$ cat src/design/wfsp_pkg.sv
// Shared types and constants for the WAV float stream parser.
// Depends on nothing; wfsp_result_fifo and the parser top level import it.
package wfsp_pkg;

	// Chunk and file tags, big-endian as they shift in.
	localparam logic [31:0] TAG_RIFF = 32'h5249_4646;
	localparam logic [31:0] TAG_WAVE = 32'h5741_5645;
	localparam logic [31:0] TAG_FMT  = 32'h666D_7420;
	localparam logic [31:0] TAG_DATA = 32'h6461_7461;

	// File and format limits.
	localparam int unsigned MIN_FILE_BYTES = 44;
	localparam int unsigned FMT_MIN_LEN    = 16;
	localparam int unsigned FMT_BITS_OFS   = 14;
	localparam int unsigned FMT_FLOAT_CODE = 3;
	localparam int unsigned FLOAT_BITS     = 32;

	// Result queue geometry.
	localparam int unsigned RES_DEPTH = 4;
	localparam int unsigned RES_PTR_W = $clog2(RES_DEPTH);
	localparam int unsigned RES_CNT_W = $clog2(RES_DEPTH + 1);

	// End-of-file status codes.
	typedef enum logic [3:0] {
		ST_OK         = 4'd0,
		ST_SHORT      = 4'd1,
		ST_BAD_TAGS   = 4'd2,
		ST_OVERRUN    = 4'd3,
		ST_FMT_SHORT  = 4'd4,
		ST_BAD_FORMAT = 4'd5,
		ST_NO_DATA    = 4'd6,
		ST_MISALIGNED = 4'd7,
		ST_EMPTY      = 4'd8
	} status_t;

	// One result beat.
	typedef struct packed {
		logic        result_kind;
		logic [31:0] sample_bits;
		logic        chunk_first;
		status_t     status_code;
		logic        end_mark;
	} result_t;

	// Results produced by one accepted byte, in order.
	typedef struct packed {
		logic [1:0] cnt;
		result_t    first;
		result_t    second;
	} push_t;

endpackage

$ cat src/design/wfsp_byte_if.sv
// Byte input channel of the WAV float stream parser.
// Carries valid, ready and one file byte with its last-byte mark.
interface wfsp_byte_if;
	logic       valid;
	logic       ready;
	logic [7:0] byte_value;
	logic       final_byte;

	modport source(output valid, byte_value, final_byte, input ready);
	modport sink(input valid, byte_value, final_byte, output ready);
endinterface

$ cat src/design/wfsp_result_if.sv
// Result output channel of the WAV float stream parser.
// Carries valid, ready and one sample or status result.
interface wfsp_result_if;
	logic        valid;
	logic        ready;
	logic        result_kind;
	logic [31:0] sample_bits;
	logic        chunk_first;
	logic [3:0]  status_code;
	logic        end_mark;

	modport source(output valid, result_kind, sample_bits, chunk_first, status_code, end_mark,
		input ready);
	modport sink(input valid, result_kind, sample_bits, chunk_first, status_code, end_mark,
		output ready);
endinterface

$ cat src/design/wfsp_result_fifo.sv
// Small result queue that takes up to two results per cycle and drives the output channel.
// Depends on wfsp_pkg and wfsp_result_if.
module wfsp_result_fifo (
	input  logic                  clk,
	input  logic                  arst_n,
	input  wfsp_pkg::push_t       push,
	output logic                  space_ok,
	wfsp_result_if.source         out_ch
);
	import wfsp_pkg::*;

	result_t                mem_q [RES_DEPTH];
	logic [RES_PTR_W-1:0]   wr_ptr_q;
	logic [RES_PTR_W-1:0]   rd_ptr_q;
	logic [RES_CNT_W-1:0]   count_q;
	logic [RES_PTR_W-1:0]   wr_ptr_nx;
	logic                   pop;

	assign pop       = out_ch.valid & out_ch.ready;
	assign wr_ptr_nx = wr_ptr_q + RES_PTR_W'(1);

	// Room for the worst case of two results from the next byte.
	assign space_ok = (count_q <= RES_CNT_W'(RES_DEPTH - 2));

	// Storage writes; one or two entries per cycle.
	always_ff @(posedge clk) begin
		if (push.cnt != 2'd0) begin
			mem_q[wr_ptr_q] <= push.first;
		end
		if (push.cnt == 2'd2) begin
			mem_q[wr_ptr_nx] <= push.second;
		end
	end

	// Pointers and fill count.
	always_ff @(posedge clk or negedge arst_n) begin
		if (!arst_n) begin
			wr_ptr_q <= '0;
			rd_ptr_q <= '0;
			count_q  <= '0;
		end else begin
			wr_ptr_q <= wr_ptr_q + RES_PTR_W'(push.cnt);
			if (pop) begin
				rd_ptr_q <= rd_ptr_q + RES_PTR_W'(1);
			end
			count_q <= count_q + RES_CNT_W'(push.cnt) - RES_CNT_W'(pop);
		end
	end

	// Head entry drives the output beat.
	assign out_ch.valid       = (count_q != '0);
	assign out_ch.result_kind = mem_q[rd_ptr_q].result_kind;
	assign out_ch.sample_bits = mem_q[rd_ptr_q].sample_bits;
	assign out_ch.chunk_first = mem_q[rd_ptr_q].chunk_first;
	assign out_ch.status_code = mem_q[rd_ptr_q].status_code;
	assign out_ch.end_mark    = mem_q[rd_ptr_q].end_mark;

	// The queue never holds more than its depth.
	a_no_overflow: assert property (@(posedge clk) disable iff (!arst_n)
		count_q <= RES_CNT_W'(RES_DEPTH))
		else $error("result queue overflow");

	// Nothing is pushed when there is no room for two.
	a_push_room: assert property (@(posedge clk) disable iff (!arst_n)
		!space_ok |-> push.cnt == 2'd0)
		else $error("push into a full result queue");

	// A push into an empty queue shows up on the output next cycle.
	a_push_visible: assert property (@(posedge clk) disable iff (!arst_n)
		(count_q == '0 && push.cnt != 2'd0) |=> out_ch.valid)
		else $error("pushed result not presented");

endmodule

$ cat src/design/wav_float_stream_parser.sv
// WAV float stream parser top level: byte-wise RIFF/WAVE chunk walker with sample output.
// Depends on wfsp_pkg, wfsp_byte_if, wfsp_result_if and wfsp_result_fifo.
// When the queue is empty, a result is on the output in the cycle after its byte is accepted.
// Throughput: one byte per cycle; the last byte of a file yields up to two results.
// The input stalls only when the four-entry result queue has fewer than two free slots.
// Reset (arst_n low, asynchronous) clears parser state and empties the result queue.
module wav_float_stream_parser (
	input  logic           clk,
	input  logic           arst_n,
	wfsp_byte_if.sink      in_ch,
	wfsp_result_if.source  out_ch
);
	import wfsp_pkg::*;

	typedef enum logic [2:0] {
		PH_RIFF = 3'd0,
		PH_HEAD = 3'd1,
		PH_BODY = 3'd2,
		PH_PAD  = 3'd3,
		PH_SINK = 3'd4
	} phase_t;

	typedef enum logic [1:0] {
		KIND_OTHER = 2'd0,
		KIND_FMT   = 2'd1,
		KIND_DATA  = 2'd2
	} kind_t;

	// Parser state.
	phase_t       phase_q,       phase_nx;
	logic [3:0]   hdr_pos_q,     hdr_pos_nx;
	logic [31:0]  tag_q,         tag_nx;
	logic [31:0]  chunk_len_q,   chunk_len_nx;
	logic [31:0]  body_left_q,   body_left_nx;
	logic [4:0]   body_off_q,    body_off_nx;
	kind_t        kind_q,        kind_nx;
	logic [7:0]   low_hold_q,    low_hold_nx;
	logic [15:0]  fmt_tag_q,     fmt_tag_nx;
	logic [15:0]  chan_cnt_q,    chan_cnt_nx;
	logic [15:0]  samp_w_q,      samp_w_nx;
	logic         data_found_q,  data_found_nx;
	logic [1:0]   dlen_lo_q,     dlen_lo_nx;
	logic         dlen_zero_q,   dlen_zero_nx;
	logic [23:0]  accum_q,       accum_nx;
	logic [1:0]   word_idx_q,    word_idx_nx;
	logic         first_pend_q,  first_pend_nx;
	status_t      err_q,         err_nx;
	logic [5:0]   byte_total_q,  byte_total_nx;

	logic         accept;
	logic         fin;
	logic [7:0]   b;
	logic         smp_valid;
	logic [31:0]  smp_bits;
	logic         smp_first;
	status_t      status;
	kind_t        new_kind;
	logic         space_ok;
	push_t        push;
	result_t      smp_res;
	result_t      st_res;

	assign accept      = in_ch.valid & in_ch.ready;
	assign in_ch.ready = space_ok;
	assign b           = in_ch.byte_value;
	assign fin         = in_ch.final_byte;

	// Kind of the chunk whose header completes.
	always_comb begin
		if (tag_q == TAG_FMT) begin
			new_kind = KIND_FMT;
		end else if (tag_q == TAG_DATA) begin
			new_kind = KIND_DATA;
		end else begin
			new_kind = KIND_OTHER;
		end
	end

	// Per-byte parse step.
	always_comb begin
		phase_nx      = phase_q;
		hdr_pos_nx    = hdr_pos_q;
		tag_nx        = tag_q;
		chunk_len_nx  = chunk_len_q;
		body_left_nx  = body_left_q;
		body_off_nx   = body_off_q;
		kind_nx       = kind_q;
		low_hold_nx   = low_hold_q;
		fmt_tag_nx    = fmt_tag_q;
		chan_cnt_nx   = chan_cnt_q;
		samp_w_nx     = samp_w_q;
		data_found_nx = data_found_q;
		dlen_lo_nx    = dlen_lo_q;
		dlen_zero_nx  = dlen_zero_q;
		accum_nx      = accum_q;
		word_idx_nx   = word_idx_q;
		first_pend_nx = first_pend_q;
		err_nx        = err_q;
		byte_total_nx = byte_total_q;
		smp_valid     = 1'b0;
		smp_bits      = {b, accum_q};
		smp_first     = first_pend_q;

		if (byte_total_q < 6'(MIN_FILE_BYTES)) begin
			byte_total_nx = byte_total_q + 6'd1;
		end

		case (phase_q)
			PH_RIFF: begin
				tag_nx = {tag_q[23:0], b};
				if (hdr_pos_q == 4'd3 && tag_nx != TAG_RIFF) begin
					err_nx   = ST_BAD_TAGS;
					phase_nx = PH_SINK;
				end else if (hdr_pos_q == 4'd11) begin
					if (tag_nx != TAG_WAVE) begin
						err_nx   = ST_BAD_TAGS;
						phase_nx = PH_SINK;
					end else begin
						phase_nx   = PH_HEAD;
						hdr_pos_nx = 4'd0;
					end
				end else begin
					hdr_pos_nx = hdr_pos_q + 4'd1;
				end
			end
			PH_HEAD: begin
				if (hdr_pos_q < 4'd4) begin
					tag_nx = {tag_q[23:0], b};
					if (hdr_pos_q == 4'd0) begin
						chunk_len_nx = '0;
					end
				end else begin
					chunk_len_nx = chunk_len_q | (32'(b) << {hdr_pos_q[1:0], 3'b000});
				end
				hdr_pos_nx = hdr_pos_q + 4'd1;
				// Header complete: set up the body walk.
				if (hdr_pos_q == 4'd7) begin
					kind_nx       = new_kind;
					body_left_nx  = chunk_len_nx;
					body_off_nx   = '0;
					accum_nx      = '0;
					word_idx_nx   = '0;
					first_pend_nx = (new_kind == KIND_DATA);
					if (new_kind == KIND_DATA) begin
						data_found_nx = 1'b1;
						dlen_lo_nx    = chunk_len_nx[1:0];
						dlen_zero_nx  = (chunk_len_nx == '0);
					end
					if (chunk_len_nx == '0) begin
						hdr_pos_nx = 4'd0;
						if (new_kind == KIND_FMT) begin
							err_nx   = ST_FMT_SHORT;
							phase_nx = PH_SINK;
						end else begin
							phase_nx = PH_HEAD;
						end
					end else begin
						phase_nx = PH_BODY;
					end
				end
			end
			PH_BODY: begin
				if (kind_q == KIND_FMT) begin
					if (body_off_q[0]) begin
						if (body_off_q == 5'd1) begin
							fmt_tag_nx = {b, low_hold_q};
						end else if (body_off_q == 5'd3) begin
							chan_cnt_nx = {b, low_hold_q};
						end else if (body_off_q == 5'(FMT_BITS_OFS + 1)) begin
							samp_w_nx = {b, low_hold_q};
						end
					end else begin
						low_hold_nx = b;
					end
				end else if (kind_q == KIND_DATA) begin
					// Little-endian word assembly; the fourth byte completes a sample.
					if (word_idx_q == 2'd3) begin
						smp_valid     = 1'b1;
						first_pend_nx = 1'b0;
						accum_nx      = '0;
						word_idx_nx   = '0;
					end else begin
						accum_nx    = accum_q | (24'(b) << {word_idx_q, 3'b000});
						word_idx_nx = word_idx_q + 2'd1;
					end
				end
				if (body_off_q < 5'(FMT_MIN_LEN)) begin
					body_off_nx = body_off_q + 5'd1;
				end
				body_left_nx = body_left_q - 32'd1;
				// Body finished: check fmt length, then pad or next header.
				if (body_left_q == 32'd1) begin
					hdr_pos_nx = 4'd0;
					if (kind_q == KIND_FMT && chunk_len_q < 32'(FMT_MIN_LEN)) begin
						err_nx   = ST_FMT_SHORT;
						phase_nx = PH_SINK;
					end else if (chunk_len_q[0]) begin
						phase_nx = PH_PAD;
					end else begin
						phase_nx = PH_HEAD;
					end
				end
			end
			PH_PAD: begin
				phase_nx   = PH_HEAD;
				hdr_pos_nx = 4'd0;
			end
			default: begin
			end
		endcase
	end

	// End-of-file status, from the state after this byte.
	always_comb begin
		if (byte_total_nx < 6'(MIN_FILE_BYTES)) begin
			status = ST_SHORT;
		end else if (err_nx != ST_OK) begin
			status = err_nx;
		end else if (phase_nx == PH_BODY) begin
			status = ST_OVERRUN;
		end else if (fmt_tag_nx != 16'(FMT_FLOAT_CODE) || chan_cnt_nx != 16'd1
				|| samp_w_nx != 16'(FLOAT_BITS)) begin
			status = ST_BAD_FORMAT;
		end else if (!data_found_nx) begin
			status = ST_NO_DATA;
		end else if (dlen_lo_nx != 2'd0) begin
			status = ST_MISALIGNED;
		end else if (dlen_zero_nx) begin
			status = ST_EMPTY;
		end else begin
			status = ST_OK;
		end
	end

	// Results of this beat, sample first.
	always_comb begin
		smp_res = '{result_kind: 1'b0, sample_bits: smp_bits, chunk_first: smp_first,
			status_code: ST_OK, end_mark: 1'b0};
		st_res  = '{result_kind: 1'b1, sample_bits: 32'd0, chunk_first: 1'b0,
			status_code: status, end_mark: 1'b1};
		push.first  = smp_valid ? smp_res : st_res;
		push.second = st_res;
		if (!accept) begin
			push.cnt = 2'd0;
		end else begin
			push.cnt = 2'(smp_valid) + 2'(fin);
		end
	end

	// State registers; the last byte of a file returns to the reset state.
	always_ff @(posedge clk or negedge arst_n) begin
		if (!arst_n) begin
			phase_q      <= PH_RIFF;
			hdr_pos_q    <= '0;
			tag_q        <= '0;
			chunk_len_q  <= '0;
			body_left_q  <= '0;
			body_off_q   <= '0;
			kind_q       <= KIND_OTHER;
			low_hold_q   <= '0;
			fmt_tag_q    <= '0;
			chan_cnt_q   <= '0;
			samp_w_q     <= '0;
			data_found_q <= 1'b0;
			dlen_lo_q    <= '0;
			dlen_zero_q  <= 1'b0;
			accum_q      <= '0;
			word_idx_q   <= '0;
			first_pend_q <= 1'b0;
			err_q        <= ST_OK;
			byte_total_q <= '0;
		end else if (accept) begin
			if (fin) begin
				phase_q      <= PH_RIFF;
				hdr_pos_q    <= '0;
				tag_q        <= '0;
				chunk_len_q  <= '0;
				body_left_q  <= '0;
				body_off_q   <= '0;
				kind_q       <= KIND_OTHER;
				low_hold_q   <= '0;
				fmt_tag_q    <= '0;
				chan_cnt_q   <= '0;
				samp_w_q     <= '0;
				data_found_q <= 1'b0;
				dlen_lo_q    <= '0;
				dlen_zero_q  <= 1'b0;
				accum_q      <= '0;
				word_idx_q   <= '0;
				first_pend_q <= 1'b0;
				err_q        <= ST_OK;
				byte_total_q <= '0;
			end else begin
				phase_q      <= phase_nx;
				hdr_pos_q    <= hdr_pos_nx;
				tag_q        <= tag_nx;
				chunk_len_q  <= chunk_len_nx;
				body_left_q  <= body_left_nx;
				body_off_q   <= body_off_nx;
				kind_q       <= kind_nx;
				low_hold_q   <= low_hold_nx;
				fmt_tag_q    <= fmt_tag_nx;
				chan_cnt_q   <= chan_cnt_nx;
				samp_w_q     <= samp_w_nx;
				data_found_q <= data_found_nx;
				dlen_lo_q    <= dlen_lo_nx;
				dlen_zero_q  <= dlen_zero_nx;
				accum_q      <= accum_nx;
				word_idx_q   <= word_idx_nx;
				first_pend_q <= first_pend_nx;
				err_q        <= err_nx;
				byte_total_q <= byte_total_nx;
			end
		end
	end

	// Result queue and output channel.
	wfsp_result_fifo u_fifo (
		.clk      (clk),
		.arst_n   (arst_n),
		.push     (push),
		.space_ok (space_ok),
		.out_ch   (out_ch)
	);

	// The sink phase is only entered through an error.
	a_sink_has_error: assert property (@(posedge clk) disable iff (!arst_n)
		phase_q == PH_SINK |-> err_q != ST_OK)
		else $error("sink phase without a latched error");

	// A body in progress always has bytes left.
	a_body_nonempty: assert property (@(posedge clk) disable iff (!arst_n)
		phase_q == PH_BODY |-> body_left_q != '0)
		else $error("body phase with nothing left");

	// The last byte of a file starts the next file from scratch.
	a_file_restart: assert property (@(posedge clk) disable iff (!arst_n)
		(accept && fin) |=> (phase_q == PH_RIFF && byte_total_q == '0 && err_q == ST_OK))
		else $error("parser not reset after the last byte");

	// Partial words are only ever gathered from a data chunk.
	a_word_idx: assert property (@(posedge clk) disable iff (!arst_n)
		word_idx_q != 2'd0 |-> kind_q == KIND_DATA)
		else $error("partial word outside a data chunk");

endmodule
$ cat src/flat_wrapper.sv
// flat-port wrapper written by rule: the top's interface ports become plain ports
module wav_float_stream_parser_flat import wfsp_pkg::*;
  (clk, arst_n, in_ch_valid, in_ch_byte_value, in_ch_final_byte, in_ch_ready, out_ch_valid, out_ch_result_kind, out_ch_sample_bits, out_ch_chunk_first, out_ch_status_code, out_ch_end_mark, out_ch_ready);
  wfsp_byte_if in_ch_i ();
  wfsp_result_if out_ch_i ();
  input  logic clk;
  input  logic arst_n;
  input wire logic [$bits(in_ch_i.valid)-1:0] in_ch_valid;
  input wire logic [$bits(in_ch_i.byte_value)-1:0] in_ch_byte_value;
  input wire logic [$bits(in_ch_i.final_byte)-1:0] in_ch_final_byte;
  output wire logic [$bits(in_ch_i.ready)-1:0] in_ch_ready;
  output wire logic [$bits(out_ch_i.valid)-1:0] out_ch_valid;
  output wire logic [$bits(out_ch_i.result_kind)-1:0] out_ch_result_kind;
  output wire logic [$bits(out_ch_i.sample_bits)-1:0] out_ch_sample_bits;
  output wire logic [$bits(out_ch_i.chunk_first)-1:0] out_ch_chunk_first;
  output wire logic [$bits(out_ch_i.status_code)-1:0] out_ch_status_code;
  output wire logic [$bits(out_ch_i.end_mark)-1:0] out_ch_end_mark;
  input wire logic [$bits(out_ch_i.ready)-1:0] out_ch_ready;
  assign in_ch_i.valid = in_ch_valid;
  assign in_ch_i.byte_value = in_ch_byte_value;
  assign in_ch_i.final_byte = in_ch_final_byte;
  assign in_ch_ready = in_ch_i.ready;
  assign out_ch_valid = out_ch_i.valid;
  assign out_ch_result_kind = out_ch_i.result_kind;
  assign out_ch_sample_bits = out_ch_i.sample_bits;
  assign out_ch_chunk_first = out_ch_i.chunk_first;
  assign out_ch_status_code = out_ch_i.status_code;
  assign out_ch_end_mark = out_ch_i.end_mark;
  assign out_ch_i.ready = out_ch_ready;
  wav_float_stream_parser u_core (.clk(clk), .arst_n(arst_n), .in_ch(in_ch_i), .out_ch(out_ch_i));
endmodule
$ cat config.mk
export PLATFORM = sky130hd
export DESIGN_NAME = wav_float_stream_parser_flat
export DESIGN_NICKNAME = d
export VERILOG_FILES = /design/src/design/wfsp_pkg.sv /design/src/design/wfsp_byte_if.sv /design/src/design/wfsp_result_if.sv /design/src/design/wfsp_result_fifo.sv /design/src/design/wav_float_stream_parser.sv /design/src/flat_wrapper.sv
export SDC_FILE = /design/constraint.sdc
export NUM_CORES = 1
export LEC_CHECK = 0
export BUFFER_PORTS_ARGS = -buffer_cell sky130_fd_sc_hd__buf_2
export CAP_MARGIN = 20
export CORE_UTILIZATION = 40
export CTS_BUF_LIST = sky130_fd_sc_hd__clkbuf_8 sky130_fd_sc_hd__clkbuf_16
export DETAILED_ROUTE_END_ITERATION = 16
export MAX_ROUTING_LAYER = met4
export SYNTH_ARGS = -nofsm -noshare
export SYNTH_HDL_FRONTEND = slang
export SYNTH_SLANG_ARGS = --single-unit
$ cat constraint.sdc
create_clock -name clk -period 4.7 [get_ports clk]
set_clock_uncertainty 0.15 [all_clocks]
set_input_delay 0.235 -clock clk [delete_from_list [all_inputs] [get_ports clk]]
set_output_delay 0.235 -clock clk [all_outputs]
set_load 0.02 [all_outputs]
==> metrics.csv, run 1 <==
stage;metric;value;unit
outcome;outcome;finished clean;
final_layout;nets@finish;2046;
sta;Slew Limit Fails;0;
synthesis;post-synthesis sequential area ratio;47.63;%
place;hpwl dp;33.88;mm
sta;relative slew slack;25.77;%
die;Ports;54;
drt;antenna viol nets, final;0;
grt;largest net degree at the start of global routing;104;
clock_tree;clock root buffer;clkbuf_16;
min_path;hold path start;in_ch_byte_value[0];
worst_setup_path;Startpoint Class;flip-flop;
synthesis;Syn Inst Count;2021;
worst_setup_path;slack of the worst reg-to-reg path;730;ps
flow_run;Max Cap Viol;0;
die;Die W;213.9;um
place;worst slack, placed;808.5;ps
clock_tree;CTS tree;done;
worst_setup_path;Crit Path Max Fanout;11;
min_path;min-delay worst type;in2reg;
drt;# DRC;0;
worst_setup_path;RR Startpoint;u_core.hdr_pos_q[1]$_DFFE_PN0P_;
drt;DR pass1 iterations;5;
synthesis;syn nets;2049;
synthesis;Synthesis Warnings;0;
power_and_ir_drop;Power Dens Cells;533.6;nW/um^2
min_path;worst hold stages;2;
sta;setup violators final;0;
final_layout;Area Growth Syn to Fin;13.33;%
sta;Worst-Margin Slew;1111;ps
worst_setup_path;delay of the slowest cell on the worst path;540;ps
clock_tree;clock buffer count from CTS;42;
worst_setup_path;CP required;4900;ps
drt;WL per Instance;20.91;um
drt;via count;15700;
die;Initial Util;40.63;%
sta;Achievable Freq;251.8;MHz
clock_tree;Setup Fix Bufs, Post-CTS;0;
min_path;Endpoint, Worst Hold;u_core.chunk_len_q[16]$_DFFE_PN0P_;
sta;RSZ-0062 raised after global routing;false;
synthesis;Post-synth EDFFs;16;
die;cell row count;77;
grt;vias in the first global route;15370;
clock_tree;H-tree depth;2;
worst_setup_path;R2R cell count;10;
sta;Final Hold Vio Count;0;
clock_tree;clock buffer depth;3;
synthesis;Syn Std Cell Area;17970;sq um
clock_tree;Worst-path clk slew;60;ps
worst_setup_path;CP arrival;4170;ps
synthesis;ys async rst share;58.47;%
final_layout;Filler cells;4237;
worst_setup_path;Crit Reg-Reg Endpoint;u_core.u_fifo.mem_q[0][4]$_DFFE_PP_;
synthesis;#FFs+latches synth;366;
die;Die Y;213.9;um
drt;vias per cell;5.936;
place;PortBufs;53;
synthesis;Avg Cell Area, Syn;8.891;sq um
final_layout;FF/Latch Area;8561;sq um
grt;first-pass GRT wire length;88.81;mm
clock_tree;CTS resizes;0;
clock_tree;Sink Count;366;
sta;setup TNS;0;ps
sta;fin crit period;3971;ps
final_layout;commonest non-fill, non-tap cell in the layout;nand2_1;
final_layout;layout cell share with drive strength beyond 1;12.82;%
worst_setup_path;Worst setup EP type;flip-flop;
grt;GRT overflow;0;
worst_setup_path;Slowest-stage cell, CP;or3b_1;
grt;initial antenna violation count;1;
place;gpl congestion;0.9531;
power_and_ir_drop;Leak Pwr;0.008134;uW
sta;fin worst setup slack;728.7;ps
die;core footprint;44220;sq um
grt;GRT Overall Usage;24.93;%
final_layout;Multi-input gate area;8801;sq um
worst_setup_path;chain of cells forming the critical path;inv_1, ha_1, or3b_1, and2_1, a2111oi_2, nand4_1, o211ai_1, a2111oi_4, a31oi_1, o21ba_1;
clock_tree;clk_lat worst skew;580;ps
power_and_ir_drop;Peak supply drop;246.8;uV
sta;part of the cycle the worst path needs;84.50;%
drt;DRT iter0 DRCs;1520;
power_and_ir_drop;Tot Pwr;10870;uW
synthesis;Main synth FF type;dfrtp_1;
synthesis;Synth cell types;87;
clock_tree;cts hold-fix bufs;2;
worst_setup_path;Setup CP Type;reg2reg;
die;die area;45770;sq um
final_layout;Final Util;46.05;%
final_layout;most frequent cells in the layout;339 x nand2_1, 232 x a21oi_1, 212 x dfrtp_1;
drt;wirelength, routed;55.29;mm
==> stage by stage <==
step / instances / hold WS [ps] / instance area [sq um]
3_3_place_gp: 2562 / 197.9 / 18860
5_1_grt: 2644 / 30.60 / 20360
6_report: 2644 / 33.18 / 20360
3_5_place_dp: 2563 / 198.2 / 18860
2_1_floorplan: 2021 / -210.6 / 17970
4_1_cts: 2642 / 3.117 / 20350
==> registers in the layout (all words and copies together) (netlist names), 5 cells and up <==
name / cells
u_core.chan_cnt_q: 16
u_core.low_hold_q: 8
u_core.tag_q: 32
u_core.body_left_q: 32
u_core.accum_q: 24
u_core.samp_w_q: 16
u_core.fmt_tag_q: 16
u_core.body_off_q: 5
u_core.byte_total_q: 6
u_core.u_fifo.mem_q: 152
u_core.chunk_len_q: 32
==> worst max-delay path: cells and delay by family (launching register included) <==
family	cells	cell delay, ps
fa+ha+maj	1	180
flops	1	460
compound gates	5	1700
buf+inv	1	150
simple gates	3	1100
==> layout make-up <==
class                           count  share of cell area, %
Sequential cell                   366                  42.04
Multi-Input combinational cell   1476                  43.22
Timing Repair Buffer              107                  3.435
Clock inverter                     25                  1.303
Clock buffer                       52                  5.892
Inverter                           25                 0.4608
Tap cell                          592                  3.637
Antenna cell                        1                0.01229
==> worst max-delay path by stage <==
stage | to | slack (ps) | cells past startpoint | start
after floorplan | u_core.u_fifo.mem_q[2][1]$_DFFE_PP_ | 830 | 14 | u_core.phase_q[0]$_DFFE_PN0P_
after global placement | u_core.u_fifo.mem_q[0][4]$_DFFE_PP_ | 890 | 10 | u_core.hdr_pos_q[1]$_DFFE_PN0P_
after detailed placement | u_core.u_fifo.mem_q[0][4]$_DFFE_PP_ | 810 | 10 | u_core.hdr_pos_q[1]$_DFFE_PN0P_
after CTS | u_core.u_fifo.mem_q[0][4]$_DFFE_PP_ | 790 | 10 | u_core.hdr_pos_q[1]$_DFFE_PN0P_
after global routing | u_core.u_fifo.mem_q[0][4]$_DFFE_PP_ | 580 | 10 | u_core.hdr_pos_q[1]$_DFFE_PN0P_
final | u_core.u_fifo.mem_q[0][4]$_DFFE_PP_ | 730 | 10 | u_core.hdr_pos_q[1]$_DFFE_PN0P_
==> power breakdown <==
part           leakage (uW)  switching (uW)  internal (uW)
sequential          0.00412             620           3590
clock              0.000752            1360           2090
combinational       0.00327            2080           1140
==> synthesized netlist by cell type, types with 13 or more instances <==
| library cell | count | share of area [%] |
|---|---|---|
| a21boi_0 | 17 | 0.71 |
| a21oi_1 | 232 | 6.5 |
| a22o_1 | 34 | 1.7 |
| a22oi_1 | 32 | 1.3 |
| a31oi_1 | 18 | 0.63 |
| and2_1 | 41 | 1.4 |
| buf_1 | 13 | 0.27 |
| clkbuf_1 | 133 | 2.8 |
| dfrtp_1 | 214 | 30 |
| dfxtp_1 | 136 | 15 |
| edfxtp_1 | 16 | 2.7 |
| ha_1 | 14 | 0.97 |
| inv_1 | 24 | 0.50 |
| mux4_2 | 38 | 4.8 |
| nand2_1 | 340 | 7.1 |
| nand3_1 | 144 | 4.0 |
| nand4_1 | 18 | 0.63 |
| nor2_1 | 104 | 2.2 |
| nor3_1 | 37 | 1.0 |
| nor4_1 | 26 | 0.91 |
| o21ai_0 | 170 | 4.7 |
| o31ai_1 | 13 | 0.54 |
==> logic make-up after synthesis <==
family                     synth area share, %
muxes                                    5.292
and+or+nand+nor                          21.80
xor gates and xnor gates                0.3412
DFF                                      47.63
AOI/OAI and AO/OA                        20.03
adders and majority gates                1.086
buffers and inverters                    3.823
==> metal layers <==
metal / share of wire (%) / track usage (%) / wire (um)
met5: 0 / - / 0
met4: 2.4 / 7.554 / 1340
met3: 6.9 / 3.767 / 3818
met2: 47 / 38.35 / 25740
met1: 44 / 33.87 / 24390
(Power assumes the default switching activity.)
==> run 2: changes to the inputs <==
==> constraint.sdc (replaced) <==
create_clock -name clk -period 3.9 [get_ports clk]
set_clock_uncertainty 0.15 [all_clocks]
set_input_delay 0.195 -clock clk [delete_from_list [all_inputs] [get_ports clk]]
set_output_delay 0.195 -clock clk [all_outputs]
set_load 0.02 [all_outputs]
==> metrics.csv, run 2 (synthesized netlist as in run 1, its figures left out) <==
stage;metric;value;unit;change
worst_setup_path;CP arrival;3820;ps;-350 ps
final_layout;most frequent cells in the layout;339 x nand2_1, 232 x a21oi_1, 212 x dfrtp_1;;
die;cell row count;77;;unchanged
sta;fin crit period;3656;ps;-315.4 ps
drt;vias per cell;5.874;;-1.1%
drt;WL met2;25.49;mm;-0.98%
min_path;min-delay worst type;in2reg;;
grt;largest net degree at the start of global routing;119;;+14%
power_and_ir_drop;Leak Pwr;0.008250;uW;+1.4%
grt;GRT Overall Usage;24.61;%;-0.32 points
worst_setup_path;critical path depth in cells;12;;+2
power_and_ir_drop;Int Pwr;8171;uW;+20%
worst_setup_path;Slowest-stage cell, CP;o211ai_1;;
final_layout;FF/Latch Area;8561;sq um;unchanged
drt;antenna viol nets, final;0;;unchanged
place;worst slack, placed;291.3;ps;-517.2 ps
power_and_ir_drop;part of the power in combinational logic;30.8;%;+1.2 points
clock_tree;clk_lat worst skew;570;ps;about the same
sta;fin worst setup slack;244.0;ps;-484.6 ps
worst_setup_path;Worst setup EP type;flip-flop;;
clock_tree;clock root buffer;clkbuf_16;;
place;gpl congestion;0.9039;;-5.2%
drt;DR pass1 iterations;6;;+1
clock_tree;CTS tree;done;;
clock_tree;Setup Fix Bufs, Post-CTS;0;;unchanged
drt;wirelength, routed;54.67;mm;-1.1%
min_path;hold path start;in_ch_byte_value[2];;
die;die area;45770;sq um;unchanged
sta;Worst-Margin Slew;1059;ps;-51.45 ps
power_and_ir_drop;Peak supply drop;346.0;uV;+40%
flow_run;Max Cap Viol;0;;unchanged
worst_setup_path;worst path buffer plus inverter count;3;;+2
worst_setup_path;Setup CP Type;reg2reg;;
drt;WL per Instance;20.48;um;-2.0%
drt;# DRC;0;;unchanged
drt;WL met3;3.842;mm;+0.63%
worst_setup_path;chain of cells forming the critical path;inv_1, ha_1, or3b_1, buf_4, o21a_1, a2111oi_4, nand4_1, o211ai_1, a2111oi_4, a31oi_1, buf_4, o21ba_1;;
clock_tree;cts hold-fix bufs;8;;+6
worst_setup_path;crit-path leading delay family;compound AO/OA/AOI/OAI gates;;
die;core footprint;44220;sq um;unchanged
final_layout;max reg flops;152;;unchanged
worst_setup_path;RR Startpoint;u_core.hdr_pos_q[1]$_DFFE_PN0P_;;
die;Die W;213.9;um;unchanged
worst_setup_path;Startpoint Class;flip-flop;;
grt;first-pass GRT wire length;87.35;mm;-1.6%
clock_tree;H-tree depth;2;;unchanged
clock_tree;clock buffer depth;3;;unchanged
worst_setup_path;CP required;4060;ps;-840 ps
power_and_ir_drop;Psw;4884;uW;+20%
sta;worst hold slack;29.53;ps;-3.648 ps
final_layout;Largest Register;u_core.u_fifo.mem_q;;
clock_tree;CTS resizes;0;;unchanged
grt;initial antenna violation count;1;;unchanged
die;Ports;54;;unchanged
min_path;worst hold stages;3;;+1
power_and_ir_drop;Power Dens Cells;635.8;nW/um^2;+19%
drt;Met1 Routed Length;23.88;mm;-2.1%
worst_setup_path;Crit Path Max Fanout;15;;+4
worst_setup_path;R2R cell count;12;;+2
final_layout;commonest non-fill, non-tap cell in the layout;nand2_1;;
final_layout;Filler cells;4208;;-0.68%
sta;RSZ-0062 raised after global routing;false;;
place;PortBufs;53;;unchanged
sta;Achievable Freq;273.5;MHz;+8.6%
sta;part of the cycle the worst path needs;93.74;%;+9.2 points
grt;vias in the first global route;15210;;-1.0%
sta;relative slew slack;29.21;%;+3.4 points
sta;Final Hold Vio Count;0;;unchanged
outcome;outcome;finished clean;;
drt;via count;15680;;-0.12%
die;Die Y;213.9;um;unchanged
clock_tree;Worst-path clk slew;60;ps;about the same
sta;Slew Limit Fails;0;;unchanged
clock_tree;Sink Count;366;;unchanged
worst_setup_path;worst setup path startpoint;u_core.hdr_pos_q[1]$_DFFE_PN0P_;;
clock_tree;clock buffer count from CTS;42;;unchanged
sta;setup violators final;0;;unchanged
drt;Top Metal Used;met4;;
final_layout;Final Util;46.43;%;+0.38 points
final_layout;Area Growth Syn to Fin;14.27;%;
final_layout;Multi-input gate area;8801;sq um;unchanged
power_and_ir_drop;Tot Pwr;13050;uW;+20%
drt;DRT iter0 DRCs;1492;;-1.8%
place;hpwl dp;35.17;mm;+3.8%
grt;GRT overflow;0;;unchanged
power_and_ir_drop;Flop pwr share;39.0;%;+0.3 points
power_and_ir_drop;switch share;37.41;%;+0.096 points
power_and_ir_drop;Clock Power Share;30.2;%;-1.5 points
final_layout;nets@finish;2073;;+1.3%
die;Initial Util;40.63;%;unchanged
final_layout;layout cell share with drive strength beyond 1;13.54;%;+0.71 points
sta;setup TNS;0;ps;unchanged
worst_setup_path;delay of the slowest cell on the worst path;580;ps;+40 ps
## run 2: cell count changes in the layout (fill, tap and decap cells not counted), sizes merged
cell	delta
buf	+20
bufinv	-3
clkbuf	+2
clkinv	-5
dlygate4sd3	+6
inv	+5
## run 2: area by class of cell
class                      instances  area share, %
tap                              592          3.608
antenna                            1        0.01219
inverter                          25         0.4570
timing repair buffer             134          4.644
clock inverter                    22         0.7556
multi-input combinational       1476          42.86
sequential                       366          41.69
clock buffer                      53          5.966
## run 2: worst min-delay path: cells and delay by family
family                 cells  cell delay [ps]
buffers and inverters      1              260
AOI/OAI and AO/OA          1              190
and+or+nand+nor            1               50
## run 2: power by group through the flow
stage	Sequential, uW	Combinational, uW	Clock [uW]
floorplan	4780	2870	0
global placement	5130	3930	0
detailed placement	5150	3990	0
CTS	5080	4010	4020
global route	5180	4420	4170
finish	5100	4020	3940
## run 2: metrics by stage
stage | cell area, sq um | cells
2_1_floorplan | 17970 | 2021
6_report | 20530 | 2669
4_1_cts | 20520 | 2667
3_3_place_gp | 19050 | 2583
3_5_place_dp | 19060 | 2584
5_1_grt | 20530 | 2669
## run 2: path summary, 6_finish.rpt
| kind | slack (ps) | end |
|---|---|---|
| worst min register to register | 300 | u_core.u_fifo.mem_q[2][26]$_SDFFE_PP0P_ |
| min in group asynchronous | 130 | u_core.tag_q[14]$_DFFE_PN0P_ |
| worst min-delay path | 30 | u_core.accum_q[10]$_DFFE_PN0P_ |
| max in group asynchronous | 2620 | u_core.body_off_q[2]$_DFFE_PN0P_ |
| worst max register to register | 240 | u_core.u_fifo.mem_q[0][4]$_DFFE_PP_ |
| worst max-delay path | 240 | u_core.u_fifo.mem_q[0][4]$_DFFE_PP_ |
## run 2: metal layers
layer | vias up | global-route usage [%]
li1 | 7347 | -
met1 | 7602 | 32.51
met2 | 623 | 38.34
met3 | 105 | 4.179
met4 | 0 | 8.058
met5 | - | -
